--- config.mk ---
export PLATFORM = sky130hd
export DESIGN_NAME = memory_map_range_splitter
export DESIGN_NICKNAME = d
export VERILOG_FILES = /design/src/rtl/core/mmrs_pkg.sv /design/src/rtl/core/mmrs_front.sv /design/src/rtl/core/mmrs_fifo.sv /design/src/rtl/core/mmrs_back.sv /design/src/rtl/core/memory_map_range_splitter.sv
export VERILOG_INCLUDE_DIRS = /design/src /design/src/rtl/core
export SDC_FILE = /design/constraint.sdc
export NUM_CORES = 2
export LEC_CHECK = 0
export BUFFER_PORTS_ARGS = -buffer_cell sky130_fd_sc_hd__buf_2
export CORE_ASPECT_RATIO = 1.25
export CORE_MARGIN = 3
export CORE_UTILIZATION = 55
export DETAILED_ROUTE_END_ITERATION = 8
export PLACE_DENSITY = 0.7
export REMOVE_ABC_BUFFERS = 1
export SYNTH_ARGS = -nofsm -noshare
export SYNTH_HDL_FRONTEND = slang
export SYNTH_SLANG_ARGS = --single-unit
--- constraint.sdc ---
create_clock -name clk -period 73.3 [get_ports clk]
set_clock_uncertainty 0.05 [all_clocks]
set_input_delay 0 -clock clk [delete_from_list [all_inputs] [get_ports clk]]
set_output_delay 0 -clock clk [all_outputs]
set_load 0.02 [all_outputs]
--- src/rtl/core/memory_map_range_splitter_assert.svh ---
// Assertion macros used by the splitter back end.
// Both use clk and rst of the including module and hold off during reset.
`ifndef MEMORY_MAP_RANGE_SPLITTER_ASSERT_SVH
`define MEMORY_MAP_RANGE_SPLITTER_ASSERT_SVH

// Same-cycle implication.
`define MMRS_ASSERT_NOW(label, ante, cons, msg) \
  label: assert property (@(posedge clk) disable iff (rst) (ante) |-> (cons)) \
    else $error(msg);

// Next-cycle implication.
`define MMRS_ASSERT_NEXT(label, ante, cons, msg) \
  label: assert property (@(posedge clk) disable iff (rst) (ante) |=> (cons)) \
    else $error(msg);

`endif

--- src/rtl/core/mmrs_pkg.sv ---
package mmrs_pkg;

  localparam int AddrW     = 64;
  localparam int TypeW     = 4;
  localparam int CfgIdxW   = 2;
  localparam int CfgDataW  = 64;
  localparam int MaxPieces = 3;
  localparam int CountW    = 2;

  // configuration register indexes
  localparam logic [CfgIdxW-1:0] CFG_RESERVE_BASE  = 2'd0;
  localparam logic [CfgIdxW-1:0] CFG_RESERVE_SIZE  = 2'd1;
  localparam logic [CfgIdxW-1:0] CFG_RESERVED_TYPE = 2'd2;

  // piece counts per incoming entry
  localparam logic [CountW-1:0] PIECES_ONE   = 2'd1;
  localparam logic [CountW-1:0] PIECES_TWO   = 2'd2;
  localparam logic [CountW-1:0] PIECES_THREE = 2'd3;

  typedef struct packed {
    logic [AddrW-1:0] entry_base;
    logic [AddrW-1:0] entry_size;
    logic [TypeW-1:0] entry_type;
    logic             map_last_in;
  } in_word_t;

  typedef struct packed {
    logic [AddrW-1:0] out_base;
    logic [AddrW-1:0] out_size;
    logic [TypeW-1:0] out_type;
    logic             run_last;
    logic             map_last_out;
  } out_word_t;

  typedef struct packed {
    logic [AddrW-1:0] base;
    logic [AddrW-1:0] size;
    logic [TypeW-1:0] type_code;
  } piece_t;

  // one classified entry: its pieces in address order
  typedef struct packed {
    piece_t [MaxPieces-1:0] pieces;
    logic [CountW-1:0]      count;
    logic                   map_last;
  } rec_t;

endpackage

--- src/rtl/core/mmrs_front.sv ---
module mmrs_front (
  input  logic                             clk,
  input  logic                             rst,
  input  logic                             push,
  output logic                             full,
  input  mmrs_pkg::in_word_t               entry,
  input  logic                             cfg_valid,
  output logic                             cfg_ready,
  input  logic [mmrs_pkg::CfgIdxW-1:0]     cfg_index,
  input  logic [mmrs_pkg::CfgDataW-1:0]    cfg_data,
  output logic                             rec_valid,
  input  logic                             rec_full,
  output mmrs_pkg::rec_t                   rec
);

  localparam int AW = mmrs_pkg::AddrW;
  localparam int TW = mmrs_pkg::TypeW;

  // configuration registers
  logic [AW-1:0] reserve_base;
  logic [AW-1:0] reserve_size;
  logic [TW-1:0] reserved_type;

  assign cfg_ready = 1'b1;

  always_ff @(posedge clk) begin
    if (rst) begin
      reserve_base  <= '0;
      reserve_size  <= '0;
      reserved_type <= '0;
    end else if (cfg_valid) begin
      case (cfg_index)
        mmrs_pkg::CFG_RESERVE_BASE:  reserve_base  <= cfg_data[AW-1:0];
        mmrs_pkg::CFG_RESERVE_SIZE:  reserve_size  <= cfg_data[AW-1:0];
        mmrs_pkg::CFG_RESERVED_TYPE: reserved_type <= cfg_data[TW-1:0];
        default: ;
      endcase
    end
  end

  // stage A: ends, start compare, start difference
  logic          a_valid;
  logic [AW-1:0] a_base, a_size, a_diff;
  logic [TW-1:0] a_type;
  logic          a_last, a_base_gt;
  logic [AW:0]   a_entry_end, a_res_end;

  // stage B: overlap bounds
  logic          b_valid;
  logic [AW-1:0] b_base, b_size, b_head_len, b_ov_start;
  logic [TW-1:0] b_type;
  logic          b_last, b_start_is_base;
  logic [AW:0]   b_entry_end, b_ov_end;

  // stage C: classified record
  logic          c_valid;
  mmrs_pkg::rec_t c_rec;

  logic adv_a, adv_b, adv_c;
  logic rdy_a, rdy_b, rdy_c;

  // elastic ready chain back from the queue
  assign rdy_c = !c_valid || !rec_full;
  assign rdy_b = !b_valid || rdy_c;
  assign rdy_a = !a_valid || rdy_b;
  assign full  = !rdy_a;

  assign adv_a = push && rdy_a;
  assign adv_b = a_valid && rdy_b;
  assign adv_c = b_valid && rdy_c;

  always_ff @(posedge clk) begin
    if (rst) begin
      a_valid <= 1'b0;
      b_valid <= 1'b0;
      c_valid <= 1'b0;
    end else begin
      if (rdy_a) a_valid <= push;
      if (rdy_b) b_valid <= a_valid;
      if (rdy_c) c_valid <= b_valid;
    end
  end

  // stage A payload
  always_ff @(posedge clk) begin
    if (adv_a) begin
      a_base      <= entry.entry_base;
      a_size      <= entry.entry_size;
      a_type      <= entry.entry_type;
      a_last      <= entry.map_last_in;
      a_entry_end <= {1'b0, entry.entry_base} + {1'b0, entry.entry_size};
      a_res_end   <= {1'b0, reserve_base} + {1'b0, reserve_size};
      a_base_gt   <= entry.entry_base > reserve_base;
      a_diff      <= reserve_base - entry.entry_base;
    end
  end

  // stage B payload: overlap start is the larger start, end the smaller end
  always_ff @(posedge clk) begin
    if (adv_b) begin
      b_base          <= a_base;
      b_size          <= a_size;
      b_type          <= a_type;
      b_last          <= a_last;
      b_entry_end     <= a_entry_end;
      b_ov_start      <= a_base_gt ? a_base : reserve_base;
      b_ov_end        <= (a_entry_end < a_res_end) ? a_entry_end : a_res_end;
      b_start_is_base <= a_base_gt || (a_diff == '0);
      b_head_len      <= a_diff;
    end
  end

  // stage C: classify and lay out the pieces
  logic           c_nonempty, c_end_eq;
  logic [AW-1:0]  c_ov_len, c_tail_len;
  mmrs_pkg::rec_t c_rec_next;

  always_comb begin
    c_nonempty = {1'b0, b_ov_start} < b_ov_end;
    c_end_eq   = b_ov_end == b_entry_end;
    c_ov_len   = b_ov_end[AW-1:0] - b_ov_start;
    c_tail_len = b_entry_end[AW-1:0] - b_ov_end[AW-1:0];

    c_rec_next          = '0;
    c_rec_next.map_last = b_last;
    if (!c_nonempty) begin
      // no overlap: pass through
      c_rec_next.count     = mmrs_pkg::PIECES_ONE;
      c_rec_next.pieces[0] = '{base: b_base, size: b_size, type_code: b_type};
    end else if (b_start_is_base) begin
      if (c_end_eq) begin
        // fully covered: retype
        c_rec_next.count     = mmrs_pkg::PIECES_ONE;
        c_rec_next.pieces[0] = '{base: b_base, size: b_size, type_code: reserved_type};
      end else begin
        c_rec_next.count     = mmrs_pkg::PIECES_TWO;
        c_rec_next.pieces[0] = '{base: b_base, size: c_ov_len, type_code: reserved_type};
        c_rec_next.pieces[1] = '{base: b_ov_end[AW-1:0], size: c_tail_len,
                                 type_code: b_type};
      end
    end else begin
      // head, reserved part, optional tail
      c_rec_next.count     = c_end_eq ? mmrs_pkg::PIECES_TWO : mmrs_pkg::PIECES_THREE;
      c_rec_next.pieces[0] = '{base: b_base, size: b_head_len, type_code: b_type};
      c_rec_next.pieces[1] = '{base: b_ov_start, size: c_ov_len, type_code: reserved_type};
      c_rec_next.pieces[2] = '{base: b_ov_end[AW-1:0], size: c_tail_len,
                               type_code: b_type};
    end
  end

  always_ff @(posedge clk) begin
    if (adv_c) c_rec <= c_rec_next;
  end

  assign rec_valid = c_valid;
  assign rec       = c_rec;

endmodule

--- src/rtl/core/mmrs_fifo.sv ---
module mmrs_fifo #(
  parameter int DEPTH = 4
) (
  input  logic           clk,
  input  logic           rst,
  input  logic           wr_en,
  input  mmrs_pkg::rec_t wr_data,
  output logic           q_full,
  input  logic           rd_en,
  output mmrs_pkg::rec_t rd_data,
  output logic           q_empty
);

  localparam int PtrW = (DEPTH > 1) ? $clog2(DEPTH) : 1;
  localparam int CntW = $clog2(DEPTH + 1);

  mmrs_pkg::rec_t   mem [DEPTH];
  logic [PtrW-1:0]  wr_ptr, rd_ptr;
  logic [CntW-1:0]  count;
  logic             do_wr, do_rd;

  assign q_full  = count == CntW'(DEPTH);
  assign q_empty = count == '0;
  assign do_wr   = wr_en && !q_full;
  assign do_rd   = rd_en && !q_empty;
  assign rd_data = mem[rd_ptr];

  // pointers and fill count
  always_ff @(posedge clk) begin
    if (rst) begin
      wr_ptr <= '0;
      rd_ptr <= '0;
      count  <= '0;
    end else begin
      if (do_wr) wr_ptr <= (wr_ptr == PtrW'(DEPTH - 1)) ? '0 : wr_ptr + 1'b1;
      if (do_rd) rd_ptr <= (rd_ptr == PtrW'(DEPTH - 1)) ? '0 : rd_ptr + 1'b1;
      case ({do_wr, do_rd})
        2'b10:   count <= count + 1'b1;
        2'b01:   count <= count - 1'b1;
        default: ;
      endcase
    end
  end

  // storage
  always_ff @(posedge clk) begin
    if (do_wr) mem[wr_ptr] <= wr_data;
  end

endmodule

--- src/rtl/core/mmrs_back.sv ---
`include "memory_map_range_splitter_assert.svh"

module mmrs_back (
  input  logic                  clk,
  input  logic                  rst,
  input  logic                  rec_valid,
  input  mmrs_pkg::rec_t        rec,
  output logic                  rec_pop,
  output logic                  empty,
  input  logic                  pop,
  output mmrs_pkg::out_word_t   result
);

  logic [mmrs_pkg::CountW-1:0] idx;
  logic                        out_valid;
  mmrs_pkg::out_word_t         word;
  mmrs_pkg::out_word_t         word_next;
  mmrs_pkg::piece_t            sel;
  logic                        load, last_piece;

  // output register takes the next piece when free or being drained
  assign load       = rec_valid && (!out_valid || pop);
  assign last_piece = idx == (rec.count - 1'b1);
  assign rec_pop    = load && last_piece;

  always_comb begin
    case (idx)
      2'd0:    sel = rec.pieces[0];
      2'd1:    sel = rec.pieces[1];
      2'd2:    sel = rec.pieces[2];
      default: sel = rec.pieces[0];
    endcase
    word_next.out_base     = sel.base;
    word_next.out_size     = sel.size;
    word_next.out_type     = sel.type_code;
    word_next.run_last     = last_piece;
    word_next.map_last_out = last_piece && rec.map_last;
  end

  // piece index and output valid
  always_ff @(posedge clk) begin
    if (rst) begin
      idx       <= '0;
      out_valid <= 1'b0;
    end else begin
      if (load) idx <= last_piece ? '0 : idx + 1'b1;
      if (load) out_valid <= 1'b1;
      else if (pop) out_valid <= 1'b0;
    end
  end

  always_ff @(posedge clk) begin
    if (load) word <= word_next;
  end

  assign empty  = !out_valid;
  assign result = word;

  `MMRS_ASSERT_NOW(a_count_nonzero, rec_valid, rec.count != '0, "record with no pieces")
  `MMRS_ASSERT_NOW(a_idx_in_range, rec_valid, idx < rec.count, "piece index past count")
  `MMRS_ASSERT_NOW(a_map_last_on_run_last, out_valid && word.map_last_out, word.run_last,
                   "map end flag without run end")
  `MMRS_ASSERT_NEXT(a_idx_wraps, rec_pop, idx == '0, "piece index not cleared after run")

endmodule

--- src/rtl/core/memory_map_range_splitter.sv ---
// Memory-map range splitter.
// Path: front stages A, B, C, then the queue, then the output register on the result side.
// Throughput: one result word per cycle while the reader pops, so an entry gives 1 to 3 words on the
// result port (one per piece); the back-end sequencer is the limit.
// Reset (rst, synchronous): clears the reserved range and type to 0 and empties
// all pipeline stages and the queue.
module memory_map_range_splitter #(
  parameter int QueueDepth = 4
) (
  input  logic                           clk,
  input  logic                           rst,
  input  logic                           push,
  output logic                           full,
  input  mmrs_pkg::in_word_t             entry,
  output logic                           empty,
  input  logic                           pop,
  output mmrs_pkg::out_word_t            result,
  input  logic                           cfg_valid,
  output logic                           cfg_ready,
  input  logic [mmrs_pkg::CfgIdxW-1:0]   cfg_index,
  input  logic [mmrs_pkg::CfgDataW-1:0]  cfg_data
);

  logic           f_valid, q_full, q_empty, q_pop;
  mmrs_pkg::rec_t f_rec, q_rec;

  mmrs_front u_front (
    .clk       (clk),
    .rst       (rst),
    .push      (push),
    .full      (full),
    .entry     (entry),
    .cfg_valid (cfg_valid),
    .cfg_ready (cfg_ready),
    .cfg_index (cfg_index),
    .cfg_data  (cfg_data),
    .rec_valid (f_valid),
    .rec_full  (q_full),
    .rec       (f_rec)
  );

  mmrs_fifo #(.DEPTH(QueueDepth)) u_fifo (
    .clk     (clk),
    .rst     (rst),
    .wr_en   (f_valid),
    .wr_data (f_rec),
    .q_full  (q_full),
    .rd_en   (q_pop),
    .rd_data (q_rec),
    .q_empty (q_empty)
  );

  mmrs_back u_back (
    .clk       (clk),
    .rst       (rst),
    .rec_valid (!q_empty),
    .rec       (q_rec),
    .rec_pop   (q_pop),
    .empty     (empty),
    .pop       (pop),
    .result    (result)
  );

endmodule
# Word level (Yosys, flattened, before mapping)
# Memories as Yosys holds them, arrays and structs flattened. A register that Yosys moved wholly into a read port is not among the register bits.
# Index checks and enable logic that the tools add are counted.
[classes]
n_addsub = 11
mul = 0
div_mod_pow = 0
magnitude_cmp = 3
eq_ne = 11
n_shift = 0
n_mux = 18
bitwise = 1
reduce_logical = 29
[op_table]
columns = ["op", "count"]
rows = [
  ["266-bit two-way mux", 1],
  ["132-bit one-hot mux with 2 select lines", 1],
  ["64-bit subtractor", 3],
  ["134-bit two-way mux", 1],
  ["132-bit two-way mux", 1],
  ["64-bit by 64-bit adder with 65-bit output", 2],
  ["70-bit two-way mux", 1],
  ["65-bit equality test", 1],
  ["64-bit by 65-bit < comparator with 1-bit output", 1],
  ["65-bit < comparator", 1],
  ["65-bit two-way mux", 1],
  ["64-bit greater-than comparator", 1],
  ["64-bit zero test", 1],
  ["64-bit two-way mux", 1],
  ["2-bit equality test (second input constant)", 5],
  ["2-bit two-way mux", 5],
  ["1-bit logical AND", 8],
  ["1-bit zero test", 7],
  ["2-bit by 1-bit adder with 2-bit output (second input constant)", 3],
  ["2-bit by 1-bit equality test with 1-bit output (second input constant)", 3],
  ["3-bit one-hot mux with 2 select lines", 1],
  ["2-bit AND reduction", 3],
  ["1-bit logical OR", 5],
  ["1-bit two-way mux", 5],
  ["other kinds (10)", 11],
]
[totals]
regBits = 1398
latch_bits = 0
mem_bits_rw = 1596
mem_bits_ro = 0
wordCells = 118
n_memories = 1
[memory_table]
columns = ["memory", "depth", "width", "rd", "rd_clocked_by_memory_dff", "write_ports", "line_no", "rtl"]
rows = [
  ["u_fifo.mem", 4, 399, 1, 1, 1, "mmrs_fifo.sv:17", "mmrs_pkg::rec_t mem [DEPTH];"],
]

# Longest topological paths before layout
[logic_depth]
word_depth = 7
ltp_mapped = 17
ltp_nobuf = 16

# Cells and area by module
# Synthesis repeated with hierarchy kept, for this count alone.
[hier_totals]
hier_cells = 8310
hier_area_um2 = 129311.5
[modules_own_cells]
columns = ["mod", "n_inst", "cells_per_inst", "area_per_inst_um2", "seq_area_each_um2"]
rows = [
  ["mmrs_front", 1, 5557, 64579.4, 36304.8],
  ["mmrs_fifo", 1, 2138, 57978.1, 48106.1],
  ["mmrs_back", 1, 614, 6750.2, 4083.9],
  ["memory_map_range_splitter", 1, 1, 3.8, 0.0],
]

# Worst setup path before layout
# OpenSTA, ideal clock, no wires.
[synth_path]
path_type = "register to register"
from = "register u_fifo.count[0]"
to = "register u_front.b_base[0], enable pin"
setup_time_ns = 1.748
t_arrival_ns = 28.813
path_slack_ns = 42.690
stages_incl_launch_ff = 4
n_path_buf = 0
synth_period_minus_slack_ns = 30.610
cell_sequence = "dfxtp_1 -> nor2_1 -> and3_1 -> a21boi_0"
[synth_between]
elab_chain_len = 5
[synth_rtl]
columns = ["element", "line_no", "rtl"]
rows = [
  ["from (decl)", "mmrs_fifo.sv:19", "logic [CntW-1:0] count;"],
  ["from (signal assigned)", "mmrs_fifo.sv:38", "2'b10: count <= count + 1'b1;"],
  ["from (signal assigned)", "mmrs_fifo.sv:39", "2'b01: count <= count - 1'b1;"],
  ["3-bit equality test", "mmrs_fifo.sv:22", "assign q_full = count == CntW'(DEPTH);"],
  ["1-bit zero test", "mmrs_front.sv:63", "assign rdy_c = !c_valid || !rec_full;"],
  ["1-bit logical OR", "mmrs_front.sv:63", ""],
  ["1-bit logical OR", "mmrs_front.sv:64", "assign rdy_b = !b_valid || rdy_c;"],
  ["1-bit logical AND", "mmrs_front.sv:69", "assign adv_b = a_valid && rdy_b;"],
  ["named net u_front.adv_b", "mmrs_front.sv:59", "logic adv_a, adv_b, adv_c;"],
  ["to (signal assigned)", "mmrs_front.sv:101", "b_base <= a_base;"],
  ["to (decl)", "mmrs_front.sv:50", "logic [AW-1:0] b_base, b_size, b_head_len, b_ov_start;"],
]
# The timed path passes the listed nets, and every way through them passes these cells.
# A chain may end at the register's enable or synchronous reset.

==> reports/qor.yml <==
track_usage_pct: 30.80
numCtsBuffers: 297
grt_pass1_vias: 77700
synth_ff_type: "edfxtp_1"
num_vias: 78750
nets: 9816
dp_hpwl_um: 250800
firstDrtPassIters: 7
maxSlewViolCount: 0
setup_violations: 0
gp_congestion: 1.014
grt_max_degree: 150
port_buffers: 339
core_um2: 231500
synthCells: 8367
fin_util_pct: 63.68
synth_area_leader_cell: "edfxtp_1"
synth.area.top_cells: "edfxtp_1, mux4_2, ha_1"
htreeDepth: 5
yosysTopAreaCellShare_pct: 66.55
p_per_area_nw_per_um2: 26.22
ff2ff_setup_slack_ns: 66.72
cp-end-kind: "register"
crit_arrival_ns: 7.26
synth_edf_count: 2849
grt_pass1_wl_um: 537500
hold_ws_ns: 0.05154
syn2layout_area_growth_pct: 14.65
critPathCapture: "u_front.rec[7]$_DFFE_PP_"
cts_tree: "done"
cts.sink_count: 2996
cts_root_buf: "clkbuf_16"
cap_violations: 0
ir_drop_v: 0.00002244
criticalPathCategory: "register to register"
status: "finished clean"
ys_types: 97
dr.first_iter.drc_count: 9703
clockBufferDepth: 4
max_slew_margin_pct: 14.33
cts_resized: 0
r2r-end: "u_front.rec[7]$_DFFE_PP_"
yosysSeqAreaShare_pct: 68.84
syn_area_um2: 128500
multiInputGateArea_um2: 37380
fill_cells: 16370
io-pin-count: 341
antenna_found_initial: 18
avgSynthCellArea_um2: 15.36
cp-start-kind: "register"
tightest_slew_ns: 1.273
regArea_um2: 88500
layout_commonest_cell: "edfxtp_1"
cts.clk_slew.worst_paths_ns: 0.07
routedWlPerCell_um: 29.85
min_path_type: "input port to register"
hold_viol_final: 0
r2r_cells: 15
rsz0062_at_grt: "false"
antenna_left: 0
async_flop_share_pct: 0
final_cell_mix: "edfxtp_1, nand2_1, a21oi_1, ha_1, dlygate4sd3_1"
min_period_ns: 6.583
die_w_um: 438.4
max_freq_ghz: 0.1519
startpoint: "u_front.b_ov_end[32]$_DFFE_PP_"
drt_wl_total_um: 372400
grt-ovfl-total: 0
ys_ff_latch: 2996
min_period_over_period_pct: 8.981
regToRegStartpoint: "u_front.b_ov_end[32]$_DFFE_PP_"
worstPathMaxFanout: 69
ys_warn_count: 0
drive_gt1_share_pct: 16.13
die_area_um2: 239600
fp-row-count: 197
via_per_inst: 6.314
leakage_nw: 52.10
drc_errors: 0
insertion_delay_ns: 0.89
fin_setup_tns_ns: 0
die_y_um: 546.5
initial_core_util_pct: 55.54
required_ns: 73.98
[flip-flops by register name, summed over array words and instances (netlist names), 65 cells and up, named ones only]
signal	count
u_back.result	134
u_front.a_res_end	65
u_front.a_entry_end	65
u_front.b_ov_end	65
u_fifo.mem	1596
u_front.b_entry_end	65
u_front.rec	399
[worst min-delay path by stage]
stage / start / end / slack (ns) / cells past startpoint
2_1_floorplan: rst / u_back.out_valid$_SDFFE_PP0P_ / 0.02 / 1
3_3_place_gp: entry[2] / u_front.a_type[1]$_DFFE_PP_ / 0.13 / 1
3_5_place_dp: entry[2] / u_front.a_type[1]$_DFFE_PP_ / 0.13 / 1
4_1_cts: entry[98] / u_front.a_base[29]$_DFFE_PP_ / 0.006 / 2
5_1_grt: entry[98] / u_front.a_base[29]$_DFFE_PP_ / 0.03 / 2
6_report: entry[98] / u_front.a_base[29]$_DFFE_PP_ / 0.05 / 2
[Yosys cell counts, types with 73 or more instances]
cell type and n:
mux2_2 131, nor2_1 374, nand2_1 736, nand4_1 78
xnor2_1 188, o21ai_0 379, a22oi_1 143, o22ai_1 97
xor2_1 112, buf_1 73, a21o_1 242, a21oi_1 527
clkbuf_1 240, mux4_2 399, ha_1 455, inv_1 349
edfxtp_1 2849, dfxtp_1 147
[worst max-delay path, stage by stage, from the launching register on]
cell	delay, ns
edfxtp_1	0.37
inv_1	0.10
ha_1	0.47
nand3_1	0.22
nor2_1	0.20
nand3_1	0.31
nor4_1	0.81
o21ai_0	0.46
o2111ai_1	0.46
a2111oi_2	0.23
o31a_1	0.35
nand2_4	0.49
buf_4	0.74
buf_4	0.70
o22ai_1	0.20
a21oi_1	0.17
[metrics by stage]
step	worst slack, ns	std cells	area (um2)	total power, mW
4_1_cts	66.82	12460	147400	3.878
6_report	66.72	12470	147400	3.865
3_3_place_gp	66.94	11520	133600	2.355
5_1_grt	66.49	12460	147400	3.979
3_5_place_dp	66.87	11520	133600	2.360
2_1_floorplan	42.69	7989	127000	2.242
[kinds of logic (layout without fill, tap and decap cells)]
kind of cell    after synthesis  in the layout  synth area share, %
xor+xnor                    300            300                2.044
simple gates               1555           1555                5.360
fa+ha+maj                   461            461                4.522
compound gates             1792           1792                8.856
mux                         535            535                8.177
buf+inv                     727           1738                2.195
other cells                   1             12             0.002917
flops                      2996           2996                68.84
[cell type report]
cell class / count / area share [%]
Antenna cell: 11 / 0.01868
Multi-Input combinational cell: 4644 / 25.36
Clock inverter: 164 / 1.114
Clock buffer: 362 / 5.375
Timing Repair Buffer: 863 / 4.570
Tap cell: 3084 / 2.618
Inverter: 349 / 0.8922
Sequential cell: 2996 / 60.05
[report_power, final]
part           internal (mW)  switching, mW
sequential              1.94         0.0377
combinational          0.133          0.245
clock                  0.863          0.651
total                   2.93          0.934
[layer usage]
metal / share of wire, % / track usage [%]
met1: 40 / 43.71
met2: 47 / 48.26
met3: 8.8 / 5.025
met4: 4.3 / 11.83
met5: 0.012 / 0
[timing repair]
item	CTS	global route
setup buffers	0	0
hold buffers	414	0
hold endpoints to repair	441	0
Note: power is estimated with default switching activity, not from simulation.
